`src/sv/ess_pkg.sv`:
```
`default_nettype none

package ess_pkg;

  // decimal font, active-low segments
  localparam logic [7:0] DIGIT_FONT [10] = '{
    8'hC0, 8'hF9, 8'hA4, 8'hB0, 8'h99, 8'h92, 8'h82, 8'hD8, 8'h80, 8'h98
  };

  // spin frames: [direction][left digit][frame], last frame spells StOP
  localparam logic [7:0] SPIN_TAB [2][4][13] = '{
    '{
      '{8'hF7, 8'hF7, 8'hF7, 8'hF7, 8'hF7, 8'hF7, 8'hF7, 8'hF7, 8'hF7, 8'hF6, 8'hF4,
        8'hF0, 8'h0C},
      '{8'hFF, 8'hF7, 8'hF7, 8'hF7, 8'hF7, 8'hF7, 8'hF7, 8'hF7, 8'hF6, 8'hF6, 8'hF6,
        8'hF6, 8'hC0},
      '{8'hFF, 8'hFF, 8'hF7, 8'hF7, 8'hF7, 8'hF7, 8'hF7, 8'hF6, 8'hF6, 8'hF6, 8'hF6,
        8'hF6, 8'h07},
      '{8'hFF, 8'hFF, 8'hFF, 8'hF7, 8'hE7, 8'hC7, 8'hC6, 8'hC6, 8'hC6, 8'hC6, 8'hC6,
        8'hC6, 8'h92}
    },
    '{
      '{8'hFB, 8'hF9, 8'hF8, 8'hF8, 8'hF8, 8'hF8, 8'hF8, 8'hF8, 8'hF8, 8'hF8, 8'hF8,
        8'hF0, 8'h0C},
      '{8'hFF, 8'hFF, 8'hFF, 8'hFE, 8'hFE, 8'hFE, 8'hFE, 8'hFE, 8'hFE, 8'hFE, 8'hF6,
        8'hF6, 8'hC0},
      '{8'hFF, 8'hFF, 8'hFF, 8'hFF, 8'hFE, 8'hFE, 8'hFE, 8'hFE, 8'hFE, 8'hF6, 8'hF6,
        8'hF6, 8'h07},
      '{8'hFF, 8'hFF, 8'hFF, 8'hFF, 8'hFF, 8'hFE, 8'hDE, 8'hCE, 8'hC6, 8'hC6, 8'hC6,
        8'hC6, 8'h92}
    }
  };

  localparam logic [7:0] BLANK_SEGMENTS = 8'hFF;

  // mode words: [mode][letter], unused mode is blank
  localparam logic [7:0] WORD_TAB [4][4] = '{
    '{8'h95, 8'h88, 8'h92, 8'h89},
    '{8'hAF, 8'hF9, 8'hAB, 8'h92},
    '{8'hA1, 8'hAF, 8'h91, 8'hFF},
    '{BLANK_SEGMENTS, BLANK_SEGMENTS, BLANK_SEGMENTS, BLANK_SEGMENTS}
  };

  localparam logic [3:0] STOP_FRAME = 4'd12;

  // digit positions
  localparam logic [1:0] POS_SEC_ONES = 2'd0;
  localparam logic [1:0] POS_SEC_TENS = 2'd1;
  localparam logic [1:0] POS_MIN_ONES = 2'd2;
  localparam logic [1:0] POS_MIN_TENS = 2'd3;

  // reciprocal multipliers, exact over 16-bit operands
  localparam logic [16:0] MUL_ONE    = 17'd1;
  localparam logic [16:0] MUL_DIV10  = 17'd52429;   // >> 19
  localparam logic [16:0] MUL_DIV60  = 17'd34953;   // >> 21
  localparam logic [16:0] MUL_DIV600 = 17'd111849;  // >> 26
  localparam logic [15:0] MUL_Q10    = 16'd52429;   // >> 19
  localparam logic [15:0] MUL_Q6     = 16'd43691;   // >> 18
  localparam logic [15:0] MUL_DIV12  = 16'd43691;   // >> 19

  typedef struct packed {
    logic [15:0] quot;
    logic [3:0]  frame;
    logic [2:0]  digit;
    logic        dir;
    logic        use_spin;
    logic [1:0]  mode;
  } s1_t;

endpackage

`default_nettype wire

```
`src/sv/ess_prep.sv`:
```
`default_nettype none

module ess_prep (
  input  wire logic          clk,
  input  wire logic          load,
  input  wire logic [2:0]    digit,
  input  wire logic [15:0]   elapsed_seconds,
  input  wire logic [15:0]   preset_seconds,
  input  wire logic [15:0]   half_second_count,
  input  wire logic          timer_running,
  input  wire logic          spin_forward,
  input  wire logic          show_elapsed,
  input  wire logic          show_spin,
  input  wire logic [1:0]    program_mode,
  output ess_pkg::s1_t       s1_r
);
  import ess_pkg::*;

  logic [15:0] secs;
  logic [16:0] mult;
  logic [32:0] prod_s;
  logic [15:0] quot;
  logic [31:0] prod_h;
  logic [12:0] half_q;
  logic [16:0] half_q12;
  logic [15:0] half_rem;
  logic [3:0]  frame;
  s1_t         s1_nxt;

  assign secs = show_elapsed ? elapsed_seconds : preset_seconds;

  // divisor for this digit: 1, 10, 60 or 600
  always_comb begin
    unique case (digit[1:0])
      POS_SEC_ONES: mult = MUL_ONE;
      POS_SEC_TENS: mult = MUL_DIV10;
      POS_MIN_ONES: mult = MUL_DIV60;
      POS_MIN_TENS: mult = MUL_DIV600;
      default:      mult = MUL_ONE;
    endcase
  end

  assign prod_s = {17'd0, secs} * {16'd0, mult};

  always_comb begin
    unique case (digit[1:0])
      POS_SEC_ONES: quot = prod_s[15:0];
      POS_SEC_TENS: quot = {2'd0, prod_s[32:19]};
      POS_MIN_ONES: quot = {4'd0, prod_s[32:21]};
      POS_MIN_TENS: quot = {9'd0, prod_s[32:26]};
      default:      quot = prod_s[15:0];
    endcase
  end

  // half-second count mod 12
  assign prod_h   = {16'd0, half_second_count} * {16'd0, MUL_DIV12};
  assign half_q   = prod_h[31:19];
  assign half_q12 = ({4'd0, half_q} << 3) + ({4'd0, half_q} << 2);
  assign half_rem = half_second_count - half_q12[15:0];
  assign frame    = timer_running ? half_rem[3:0] : STOP_FRAME;

  always_comb begin
    s1_nxt.quot     = quot;
    s1_nxt.frame    = frame;
    s1_nxt.digit    = digit;
    s1_nxt.dir      = spin_forward;
    s1_nxt.use_spin = show_spin;
    s1_nxt.mode     = program_mode;
  end

  always_ff @(posedge clk) begin
    if (load) begin
      s1_r <= s1_nxt;
    end
  end

endmodule

`default_nettype wire

```
`src/sv/ess_seg.sv`:
```
`default_nettype none

module ess_seg (
  input  wire logic          clk,
  input  wire logic          load,
  input  wire ess_pkg::s1_t  s1,
  output logic [7:0]         digit_enable_r,
  output logic [7:0]         segment_pattern_r
);
  import ess_pkg::*;

  logic        by_ten;
  logic [15:0] recip;
  logic [31:0] prod;
  logic [13:0] quot;
  logic [17:0] quot_m;
  logic [15:0] rem;
  logic [7:0]  seg;
  logic [7:0]  digit_enable_nxt;
  logic [7:0]  segment_pattern_nxt;

  // ones digits take mod 10, tens digits mod 6
  assign by_ten = (s1.digit[1:0] == POS_SEC_ONES) || (s1.digit[1:0] == POS_MIN_ONES);
  assign recip  = by_ten ? MUL_Q10 : MUL_Q6;
  assign prod   = {16'd0, s1.quot} * {16'd0, recip};
  assign quot   = by_ten ? {1'b0, prod[31:19]} : prod[31:18];
  assign quot_m = by_ten ? (({4'd0, quot} << 3) + ({4'd0, quot} << 1))
                         : (({4'd0, quot} << 2) + ({4'd0, quot} << 1));
  assign rem    = s1.quot - quot_m[15:0];

  always_comb begin
    if (!s1.digit[2]) begin
      seg = DIGIT_FONT[rem[3:0]];
    end else if (s1.use_spin) begin
      seg = SPIN_TAB[s1.dir][s1.digit[1:0]][s1.frame];
    end else begin
      // letters run in reverse across the left digits
      seg = WORD_TAB[s1.mode][~s1.digit[1:0]];
    end
  end

  assign digit_enable_nxt    = 8'h80 >> s1.digit;
  assign segment_pattern_nxt = seg;

  always_ff @(posedge clk) begin
    if (load) begin
      digit_enable_r    <= digit_enable_nxt;
      segment_pattern_r <= segment_pattern_nxt;
    end
  end

endmodule

`default_nettype wire

```
`src/sv/eight_digit_segment_scanner_top.sv`:
```
`default_nettype none

// channel  ports                          content
// in       in_tvalid/in_tready/in_tdata   seconds and half-second counts, flags in in_tuser
// out      out_tvalid/out_tready/out_tdata digit enable and segment pattern
//
// two register stages: quotient and frame after the input, segments at the output
// one scan tick per cycle sustained while the output is not stalled
// rst_n clears both valid flags and the digit counter, which starts at digit 0
// a stalled output holds the output stage and a full first stage; input stays ready while the first stage can move

module eight_digit_segment_scanner_top (
  input  wire logic        clk,
  input  wire logic        rst_n,
  input  wire logic        in_tvalid,
  output logic             in_tready,
  // elapsed_seconds[15:0], preset_seconds[31:16], half_second_count[47:32]
  input  wire logic [47:0] in_tdata,
  // timer_running[0], spin_forward[1], show_elapsed[2], show_spin[3], program_mode[5:4]
  input  wire logic [5:0]  in_tuser,
  output logic             out_tvalid,
  input  wire logic        out_tready,
  // digit_enable[7:0], segment_pattern[15:8]
  output logic [15:0]      out_tdata
);
  import ess_pkg::*;

  logic       s1_valid_r, s1_valid_nxt;
  logic       out_valid_r, out_valid_nxt;
  logic [2:0] digit_r, digit_nxt;
  logic       out_adv;
  logic       in_acc;
  logic       out_acc;
  s1_t        s1_r;
  logic [7:0] digit_enable_r;
  logic [7:0] segment_pattern_r;
  logic [7:0] last_en_r, last_en_nxt;

  assign out_adv   = !out_valid_r || out_tready;
  assign in_tready = !s1_valid_r || out_adv;
  assign in_acc    = in_tvalid && in_tready;
  assign out_acc   = out_valid_r && out_tready;

  assign s1_valid_nxt  = in_tready ? in_tvalid : s1_valid_r;
  assign out_valid_nxt = out_adv ? s1_valid_r : out_valid_r;
  assign digit_nxt     = in_acc ? digit_r + 3'd1 : digit_r;

  always_ff @(posedge clk) begin
    if (!rst_n) begin
      s1_valid_r  <= 1'b0;
      out_valid_r <= 1'b0;
      digit_r     <= 3'd0;
    end else begin
      s1_valid_r  <= s1_valid_nxt;
      out_valid_r <= out_valid_nxt;
      digit_r     <= digit_nxt;
    end
  end

  ess_prep u_prep (
    .clk               (clk),
    .load              (in_tready),
    .digit             (digit_r),
    .elapsed_seconds   (in_tdata[15:0]),
    .preset_seconds    (in_tdata[31:16]),
    .half_second_count (in_tdata[47:32]),
    .timer_running     (in_tuser[0]),
    .spin_forward      (in_tuser[1]),
    .show_elapsed      (in_tuser[2]),
    .show_spin         (in_tuser[3]),
    .program_mode      (in_tuser[5:4]),
    .s1_r              (s1_r)
  );

  ess_seg u_seg (
    .clk               (clk),
    .load              (out_adv),
    .s1                (s1_r),
    .digit_enable_r    (digit_enable_r),
    .segment_pattern_r (segment_pattern_r)
  );

  assign out_tvalid = out_valid_r;
  assign out_tdata  = {segment_pattern_r, digit_enable_r};

  // last delivered enable, seeded so the first result is digit 0
  assign last_en_nxt = out_acc ? digit_enable_r : last_en_r;

  always_ff @(posedge clk) begin
    if (!rst_n) begin
      last_en_r <= 8'h01;
    end else begin
      last_en_r <= last_en_nxt;
    end
  end

  a_enable_onehot: assert property (@(posedge clk) disable iff (!rst_n)
    out_valid_r |-> $onehot(digit_enable_r))
    else $error("digit enable not one-hot");

  a_scan_order: assert property (@(posedge clk) disable iff (!rst_n)
    out_acc |-> (digit_enable_r == {last_en_r[0], last_en_r[7:1]}))
    else $error("digits delivered out of scan order");

  a_no_overrun: assert property (@(posedge clk) disable iff (!rst_n)
    (s1_valid_r && !out_adv) |-> !in_tready)
    else $error("input taken while first stage is blocked");

  a_stage_hold: assert property (@(posedge clk) disable iff (!rst_n)
    (s1_valid_r && !out_adv) |=> (s1_valid_r && $stable(s1_r)))
    else $error("first stage changed while output stalled");

endmodule

`default_nettype wire
```
`config.mk`:
```
export PLATFORM = sky130hd
export DESIGN_NAME = eight_digit_segment_scanner_top
export DESIGN_NICKNAME = d
export VERILOG_FILES = /design/src/sv/ess_pkg.sv /design/src/sv/ess_prep.sv /design/src/sv/ess_seg.sv /design/src/sv/eight_digit_segment_scanner_top.sv
export SDC_FILE = /design/constraint.sdc
export NUM_CORES = 1
export LEC_CHECK = 0
export BUFFER_PORTS_ARGS = -buffer_cell sky130_fd_sc_hd__buf_2
export CORE_ASPECT_RATIO = 1.1
export CORE_MARGIN = 5
export CORE_UTILIZATION = 55
export DETAILED_ROUTE_END_ITERATION = 8
export PLACE_DENSITY = 0.72
export SLEW_MARGIN = 25
export SYNTH_ARGS = -nofsm -noshare
export SYNTH_HDL_FRONTEND = slang
export SYNTH_SLANG_ARGS = --single-unit
```
`constraint.sdc`:
```
create_clock -name clk -period 13.7 [get_ports clk]
set_input_delay 1.37 -clock clk [delete_from_list [all_inputs] [get_ports clk]]
set_output_delay 1.37 -clock clk [all_outputs]
set_load 0.01 [all_outputs]
```
Yosys cells after proc, flatten, opt, wreduce, memory -nomap -nowiden --
Memory sizes are Yosys's and may differ from the RTL's. Cells that the tools add are included.
Storage, ports and cells: output and inout port bits 18, input bits 58, memories 1, memory bits (read-only) 128, flip-flop bits (word level) 48
Operators by class: reductions and logical operators 8, bitwise operators 7, magnitude comparators 6, mux-type cells 25, $add $sub $neg 6, equal/unequal tests 4, shifts and indexed selects 1, multiply operators 3
Memory list:
- (no name shown) | depth 16, width 8, read ports 1, clocked after Yosys merged registers in 0, wr ports 0, line ess_seg.sv:33 | seg = DIGIT_FONT[rem[3:0]];
Operators with widths (count):
- 416-bit two-way mux | 2
- 412-bit two-way mux | 1
- 104-bit binary-select mux with 2-bit select | 1
- 104-bit two-way mux | 2
- 17-bit one-hot mux with 4 select lines | 1
- 32-bit binary-select mux with 2-bit select | 1
- 32-bit two-way mux | 2
- 8-bit two-way mux | 8
- 16-bit one-hot mux with 4 select lines | 1
- 16-bit by 17-bit multiplier with 33-bit output | 1
- 8-bit binary-select mux with 4-bit select | 1
- 16-bit by 16-bit multiplier with 22-bit output | 1
- 16-bit by 16-bit multiplier with 21-bit output, second input constant | 1
- 8-bit binary-select mux with 2-bit select | 1
- 16-bit two-way mux | 1
- 15-bit two-way mux | 1
- 4-bit adder | 3
- 5-bit >= comparator, second input constant | 2
- 4-bit inverter with 5-bit output | 2
- 3-bit >= comparator, second input constant | 3
- 2-bit inverter with 3-bit output | 3
- 8-bit by 3-bit >> shifter with 8-bit output, first input constant | 1
- 4-bit subtractor | 2
- 2-bit == test, second input constant | 3
- 11 further kinds | 15

Depth between registers and ports, before layout --
Gate-level depths: netlist of the first run.
depth after elaboration 13, depth in mapped cells 33, mapped depth without buffers 30

Modules after synthesis --
A second synthesis of the first run with hierarchy kept.
Second synthesis, totals: cell total of the unflattened synthesis 1886, area total of the unflattened synthesis 17838.4 um^2
Modules (own cells, without submodules):
- ess_prep | seq. area each 810.8 um^2, times used 1, cells an instance 1231, area each 11727.5 um^2
- ess_seg | seq. area each 480.5 um^2, times used 1, cells an instance 632, area each 5875.6 um^2
- eight_digit_segment_scanner_top | seq. area each 100.1 um^2, times used 1, cells an instance 23, area each 235.2 um^2

Worst setup path before layout of the first run --
Ideal clock, no wire load.
path type register to register, from register u_prep.s1_r[4] (netlist name), to register u_seg.segment_pattern_r[3], data pin, stages on the path, launching flop included 30, setup slack 5.568 ns, buffers on the path 3, data required time 13.520 ns, arrival 7.952 ns, library setup time 0.180 ns, cell sequence edfxtp_1 -> clkbuf_1 -> clkbuf_1 -> clkbuf_1 -> nor2_1 -> fa_1 -> inv_1 -> fa_1 -> inv_1 -> fa_1 -> fa_1 -> fa_1 -> inv_1 -> fa_1 -> inv_1 -> ha_1 -> a21oi_1 -> o21ai_0 -> or3_4 -> a221o_1 -> and2_1 -> a21o_1 -> ha_1 -> a21o_1 -> fa_1 -> xnor2_1 -> xnor2_1 -> nand3_1 -> a211o_1 -> o311ai_1
Between the ends: word-level cells in the longest chain between the ends 13
RTL lines:
- 2-bit == test or 2-bit logical NOT (tied branches) | line ess_seg.sv:23 | assign by_ten = (s1.digit[1:0] == POS_SEC_ONES) || (s1.digit[1:0] == POS_MIN_ONES);
- 1-bit logical OR | line ess_seg.sv:23
- 15-bit two-way mux | line ess_seg.sv:24 | assign recip = by_ten ? MUL_Q10 : MUL_Q6;
- 16-bit by 16-bit multiplier with 22-bit output | line ess_seg.sv:25 | assign prod = {16'd0, s1.quot} * {16'd0, recip};
- 3-bit two-way mux | line ess_seg.sv:26 | assign quot = by_ten ? {1'b0, prod[31:19]} : prod[31:18];
- 4-bit adder, on equally long branches | line ess_seg.sv:28, ess_seg.sv:27
- 4-bit two-way mux | line ess_seg.sv:27 | assign quot_m = by_ten ? (({4'd0, quot} << 3) + ({4'd0, quot} << 1))
- 4-bit subtractor | line ess_seg.sv:29 | assign rem = s1.quot - quot_m[15:0];
- 4-bit inverter with 5-bit output (not written as such) | line ess_seg.sv:33
- memory read 16 x 8 bit
- 8-bit two-way mux (not written as such) (2 in a row) | line ess_seg.sv:33
- 8-bit two-way mux * | line ess_seg.sv:32 | if (!s1.digit[2]) begin
- named net u_seg.seg[3] | line ess_seg.sv:18 | logic [7:0] seg;
- to (signal assigned) | line ess_seg.sv:48 | segment_pattern_r <= segment_pattern_nxt;
- to (decl) | line ess_seg.sv:8 | output logic [7:0] segment_pattern_r
Mark *: on every way through the listed nets, which the timed path passes. The rest lies on a longest branch. The select of a mux whose other input is x is not followed. A chain may end at the register's enable or synchronous reset.

Final worst setup path of the first run --
from register u_prep.s1_r[4] (netlist name), to register u_seg.segment_pattern_r[5], data pin
Between the ends: word-level cells in the longest chain between the ends 13
RTL lines (line):
- 2-bit == test or 2-bit logical NOT (tied branches) | ess_seg.sv:23
- 1-bit logical OR | ess_seg.sv:23
- 15-bit two-way mux | ess_seg.sv:24
- 16-bit by 16-bit multiplier with 22-bit output | ess_seg.sv:25
- 3-bit two-way mux | ess_seg.sv:26
- 4-bit adder, on equally long branches | ess_seg.sv:28, ess_seg.sv:27
- 4-bit two-way mux | ess_seg.sv:27
- 4-bit subtractor | ess_seg.sv:29
- 4-bit inverter with 5-bit output (not written as such) | ess_seg.sv:33
- memory read 16 x 8 bit
- 8-bit two-way mux (not written as such) (2 in a row) | ess_seg.sv:33
- 8-bit two-way mux * | ess_seg.sv:32
- named net u_seg.seg[5] | ess_seg.sv:18
Marked as above.

==> summary.md, run 1 <==
| Metric | Value |
|---|---|
| FF-to-FF End | `u_seg.segment_pattern_r[5]` |
| Die H | `197.3 µm` |
| H-tree depth | `2` |
| CTS Buffer Depth | `2` |
| Total GRT Usage | `23.69%` |
| Async S/R FF share, synth | `0%` |
| Most used cell, CP | `fa_1` |
| Final Hold Fails | `0` |
| Via count | `12520` |
| Antenna violations before repair | `1` |
| Relative slew margins | `34.02%` |
| # hold bufs at CTS | `0` |
| Num rows | `68` |
| CTS resizes | `0` |
| Max Cap Viol | `0` |
| GP Congestion | `0.9736` |
| Synth Area in Compound Gates | `7.803%` |
| RSZ-0062 raised after global routing | `no` |
| Setup violators final | `0` |
| Dominant synthesized flop cell | `edfxtp_1` |
| # IOs | `76` |
| Largest family of logic cells by synthesized area | `adder cells` |
| Post-route ant nets | `0` |
| CP max stage delay | `0.65 ns` |
| Post-synthesis simple-gate area fraction | `7.803%` |
| Tightest Pin Transition | `0.9861 ns` |
| Seq/Total Area, Yosys | `7.932%` |
| Final net count | `2605` |
| Post-Syn Area per Cell | `9.513 µm²` |
| Port bufs | `75` |
| R2r setup slk | `5.12 ns` |
| Initial DRC count | `685` |
| Fill cells | `2718` |
| Drt pass-1 iters | `5` |
| Root Driver | `clkbuf_16` |
| Hold EP | `u_prep.s1_r[6]` |
| FF+latch area | `0.001391 mm²` |
| First-pass GRT wire length | `68.39 mm` |
| R2r startpoint | `u_prep.s1_r[4]` |
| Post-Syn Instances | `1844` |
| WS Path Type | `reg2reg` |
| Area Overhead vs Synth | `5.870%` |
| Highest-count cells in the layout ignoring fill and taps | `inv_1, ha_1, fa_1, nor2_1, buf_2` |
| Num Clock Sinks | `48` |
| Mapped Area | `0.01754 mm²` |
| Final HPWL from detailed placement | `36.41 mm` |
| Post-synthesis xor/xnor area fraction | `2.696%` |
| # Post-CTS Setup Buffers | `0` |
| Crit path arrival time | `8.65 ns` |
| Die footprint | `0.03557 mm²` |
| Worst-path clk slew | `0.07 ns` |
| Most common cell after layout, fill and taps aside | `inv_1` |
| Layout cells sized above 1 | `5.651%` |
| Outcome | `completed` |
| Setup TNS | `0 ns` |
| Min-delay src | `digit_r[2]` |
| Critical Path Source Type | `register` |
| Largest net degree at the start of global routing | `52` |
| CP Capture Type | `register` |
| Worst hold path type | `reg2reg` |
| Hold path depth | `0` |
| CTS buffer count | `5` |
| Synth Area in Adders | `58.93%` |
| Detailed Route WL | `40.66 mm` |
| Worst-path maximum fanout | `51` |
| Fin. max-slew vios | `0` |
| Die Wd | `180.3 µm` |
| Netlist cell types | `69` |
| Clk_lat worst skew | `0.29 ns` |
| CTS tree | `yes` |
| Worst Slack Setup Final | `5.121 ns` |
| Vias in the first global route | `13807` |
| Synth warn | `0` |
| Req. time, crit path | `13.77 ns` |
| WL/cell | `17.44 µm` |
| Post-synth EDFFs | `43` |
| Fmax | `0.1166 GHz` |
| # DRC | `0` |
| Core region area | `0.03148 mm²` |
| Area of the multi-input gates | `0.01396 mm²` |
| Clock Skew | `0.007503 ns` |
| Via density | `5.369` |
| Initial Util | `55.72%` |
| Register bit total from synthesis | `48` |
| Fin crit period | `8.579 ns` |
| Place WS | `5.069 ns` |
| Grt ovf | `0` |
| Fin crit share | `62.62%` |
| CP max-delay cell | `inv_1` |
| R2R depth | `28` |
| Post-synthesis mux area share | `1.997%` |
==> cell type report <==
class                           count  area share, %
Clock buffer                        5         0.6737
Antenna cell                        1        0.01347
Inverter                          563          11.38
Clock inverter                      3         0.2291
Multi-Input combinational cell   1212          75.16
Sequential cell                    48          7.492
Tap cell                          420          2.830
Timing Repair Buffer               80          2.223
==> routing by layer <==
metal	GRT usage (%)	up-vias	share of wire (%)
li1	-	5880	-
met1	29.74	6141	41
met2	43.03	408	50
met3	2.634	91	5.2
met4	7.647	0	3.9
met5	0	-	0
==> worst max-delay path: cells and delay by family, from the launching register on <==
| family | cells | cell delay, ns |
|---|---|---|
| adder cells (fa/ha/maj) | 9 | 4.13 |
| AO/OA/AOI/OAI | 7 | 1.39 |
| buffers and inverters | 6 | 1.17 |
| AND/OR/NAND/NOR | 4 | 0.92 |
| XOR/XNOR | 2 | 0.37 |
| flip-flops | 1 | 0.35 |
==> per-stage QoR <==
stage	util, %	hold slack (ns)	cell area, µm²	cells
6_report	58.99	0.4772	18570	2332
5_1_grt	58.99	0.4965	18570	2332
4_1_cts	58.99	0.4743	18570	2331
3_5_place_dp	58.45	0.4578	18400	2323
3_3_place_gp	58.45	0.4540	18400	2323
2_1_floorplan	-	0.4292	17590	1858
==> kinds of logic after synthesis <==
kind of cell             count (synthesis)
multiplexers                            31
buffers and inverters                  598
AND/OR/NAND/NOR                        278
flip-flops                              48
AO/OA/AOI/OAI                          195
other                                    2
adder cells (fa/ha/maj)                638
XOR/XNOR                                54
==> how the worst max path moves through the flow <==
stage	start	endpoint	slack [ns]
6_report	u_prep.s1_r[4]	u_seg.segment_pattern_r[5]	5.12
5_1_grt	u_prep.s1_r[4]	u_seg.segment_pattern_r[2]	4.61
4_1_cts	u_prep.s1_r[4]	u_seg.segment_pattern_r[3]	5.13
3_5_place_dp	in_tuser[2]	u_prep.s1_r[17]	5.07
3_3_place_gp	in_tuser[2]	u_prep.s1_r[17]	5.14
2_1_floorplan	u_prep.s1_r[4]	u_seg.segment_pattern_r[3]	5.57
==> cell usage after synthesis (10+ instances only) <==
cell | count | area (µm²)
inv_1 | 562 | 2110
ha_1 | 323 | 4041
fa_1 | 314 | 6286
nor2_1 | 75 | 281.5
nand2_1 | 68 | 255.2
xnor2_1 | 44 | 385.4
edfxtp_1 | 43 | 1291
a21oi_1 | 41 | 205.2
and2_1 | 33 | 206.5
clkbuf_1 | 33 | 123.9
o21ai_0 | 32 | 160.2
a21o_1 | 26 | 195.2
mux2i_1 | 20 | 200.2
nor2b_1 | 20 | 125.1
nor3_1 | 18 | 90.09
nand2b_1 | 14 | 87.58
a211oi_1 | 12 | 90.09
nand3_1 | 12 | 60.06
nand4_1 | 11 | 68.82
a31oi_1 | 10 | 62.56
xor2_1 | 10 | 87.58
==> state kept, by name, indices dropped and copies added, names as in the netlist <==
| signal | cells |
|---|---|
| u_prep.s1_r | 27 |
| u_seg.digit_enable_r | 8 |
| u_seg.segment_pattern_r | 8 |
| digit_r | 3 |
| out_tvalid | 1 |
| s1_valid_r | 1 |
Power of run 1 is not shown: default switching activity piles up to over one toggle a cycle in this logic, so the estimate is an artifact.
==> run 2: changes to the inputs <==
==> constraint.sdc (replaced) <==
create_clock -name clk -period 8.4 [get_ports clk]
set_input_delay 0.84 -clock clk [delete_from_list [all_inputs] [get_ports clk]]
set_output_delay 0.84 -clock clk [all_outputs]
set_load 0.01 [all_outputs]
==> run 2 against run 1 <==
Wire length up 1.9%. Final area up 0.46%. Sequential cell count unchanged. Final cell count up 0.43%. Critical endpoint is now u_seg.segment_pattern_r[0]. Sequential share of layout area about the same. Worst setup slack worse by 4.6 ns. Register-to-register slack worse by 4.6 ns. Count of clock-buffer cells in the layout unchanged. Hold slack better by 0.027 ns. Clock skew about the same. Core utilization up 0.27 points.
==> summary.md, run 2 (same netlist as run 1, synthesis figures left out) <==
| Metric | Value |
|---|---|
| Outcome | `completed` |
| CTS resizes | `0` |
| Setup TNS | `0 ns` |
| Drt pass-1 iters | `5` |
| Core region area | `0.03148 mm²` |
| Most common cell after layout, fill and taps aside | `inv_1` |
| Die H | `197.3 µm` |
| H-tree depth | `2` |
| Worst Slack Setup Final | `0.4971 ns` |
| RSZ-0062 raised after global routing | `no` |
| Final Hold Fails | `0` |
| Post-route ant nets | `0` |
| Hold path depth | `1` |
| Setup violators final | `0` |
| Fill cells | `2746` |
| Tightest Pin Transition | `0.7950 ns` |
| Layout Cells excl Fill | `2342` |
| # DRC | `0` |
| Fin. max-slew vios | `0` |
| FF+latch area | `0.001391 mm²` |
| CTS Buffer Depth | `2` |
| Grt ovf | `0` |
| Max reg flops | `27` |
| Fmax | `0.1265 GHz` |
| Fin crit period | `7.903 ns` |
| R2r setup slk | `0.50 ns` |
| CP max-delay cell | `fa_1` |
| Area Overhead vs Synth | `6.362%` |
| WS Path Type | `reg2reg` |
| CP Capture Type | `register` |
| Via count | `12564` |
| Die Wd | `180.3 µm` |
| Initial Util | `55.72%` |
| CP top delay family | `adder cells` |
| WL/cell | `17.69 µm` |
| Area of the multi-input gates | `0.01396 mm²` |
| CTS tree | `yes` |
| Num rows | `68` |
| Worst-path clk slew | `0.07 ns` |
| Biggest regs | `u_prep.s1_r x27, u_seg.digit_enable_r x8, u_seg.segment_pattern_r x8` |
| Worst-path maximum fanout | `7` |
| Total GRT Usage | `24.17%` |
| Req. time, crit path | `8.50 ns` |
| Highest-count cells in the layout ignoring fill and taps | `inv_1, ha_1, fa_1, nor2_1, buf_2` |
| R2r startpoint | `u_prep.s1_r[12]` |
| Min-delay src | `s1_valid_r` |
| Vias in the first global route | `13753` |
| Clk_lat worst skew | `0.30 ns` |
| Largest net degree at the start of global routing | `36` |
| Final net count | `2615` |
| Initial DRC count | `657` |
| Layout cells sized above 1 | `6.247%` |
| Place WS | `0.4306 ns` |
| Crit path arrival time | `8.00 ns` |
| Critical Path Source Type | `register` |
| Num Clock Sinks | `48` |
| Worst hold path type | `reg2reg` |
| Clock Skew | `0.007319 ns` |
| Port bufs | `75` |
| Placed cells | `2333` |
| GP Congestion | `0.9673` |
| FF-to-FF End | `u_seg.segment_pattern_r[0]` |
| Hold EP | `out_tvalid` |
| Most used cell, CP | `fa_1` |
| First-pass GRT wire length | `69.36 mm` |
| CTS buffer count | `5` |
| Detailed Route WL | `41.42 mm` |
| Final HPWL from detailed placement | `37.25 mm` |
| R2R depth | `27` |
| # hold bufs at CTS | `0` |
| # IOs | `76` |
| Max Cap Viol | `0` |
| CP max stage delay | `0.56 ns` |
| Reg with most FFs | `u_prep.s1_r` |
| Fin crit share | `94.08%` |
| Buf/Inv on CP | `5` |
| Via density | `5.365` |
| Relative slew margins | `47.00%` |
| Die footprint | `0.03557 mm²` |
| Antenna violations before repair | `1` |
| Root Driver | `clkbuf_16` |
| # Post-CTS Setup Buffers | `0` |
[run 2: changes by cell type in the layout (fill, tap and decap cells not counted)]
cell,change
inv_6,+1
clkinvlp_4,+2
buf_4,+9
inv_1,-1
clkinv_4,-1
buf_6,+1
clkinv_1,-1
[run 2: per-stage QoR]
step	utilization (%)	cell area, µm²	hold WS [ns]
final	59.27	18660	0.5042
after global routing	59.27	18660	0.5359
after CTS	59.24	18650	0.5068
after detailed placement	58.69	18480	0.4887
after global placement	58.69	18480	0.4702
after floorplan	-	17590	0.4292
[run 2: cell type report]
cell class | count | share of cell area, %
multi-input cells | 1212 | 74.81
inverters | 563 | 11.35
flip-flops and latches | 48 | 7.457
well taps | 420 | 2.817
repair buffers | 90 | 2.635
clock buffers | 5 | 0.6706
clock inverters | 3 | 0.2481
diodes | 1 | 0.01341
[run 2: worst max-delay path by stage]
stage | from | depth (start not counted) | slack, ns | to
after global routing | u_prep.s1_r[4] | 27 | 0.02 | u_seg.segment_pattern_r[0]
after global placement | u_prep.s1_r[4] | 27 | 0.63 | u_seg.segment_pattern_r[3]
final | u_prep.s1_r[12] | 27 | 0.50 | u_seg.segment_pattern_r[0]
after CTS | u_prep.s1_r[4] | 27 | 0.41 | u_seg.segment_pattern_r[0]
after detailed placement | u_prep.s1_r[4] | 27 | 0.43 | u_seg.segment_pattern_r[0]
after floorplan | u_prep.s1_r[4] | 29 | 0.27 | u_seg.segment_pattern_r[3]
[run 2: routing by layer]
layer / wire [µm] / global-route usage (%) / vias to the layer above
li1: - / - / 5903
met1: 16780 / 30.30 / 6184
met2: 21160 / 44.27 / 380
met3: 1606 / 1.713 / 97
met4: 1871 / 8.683 / 0
met5: 0 / 0 / -
Power of run 2 is left out for the same reason.
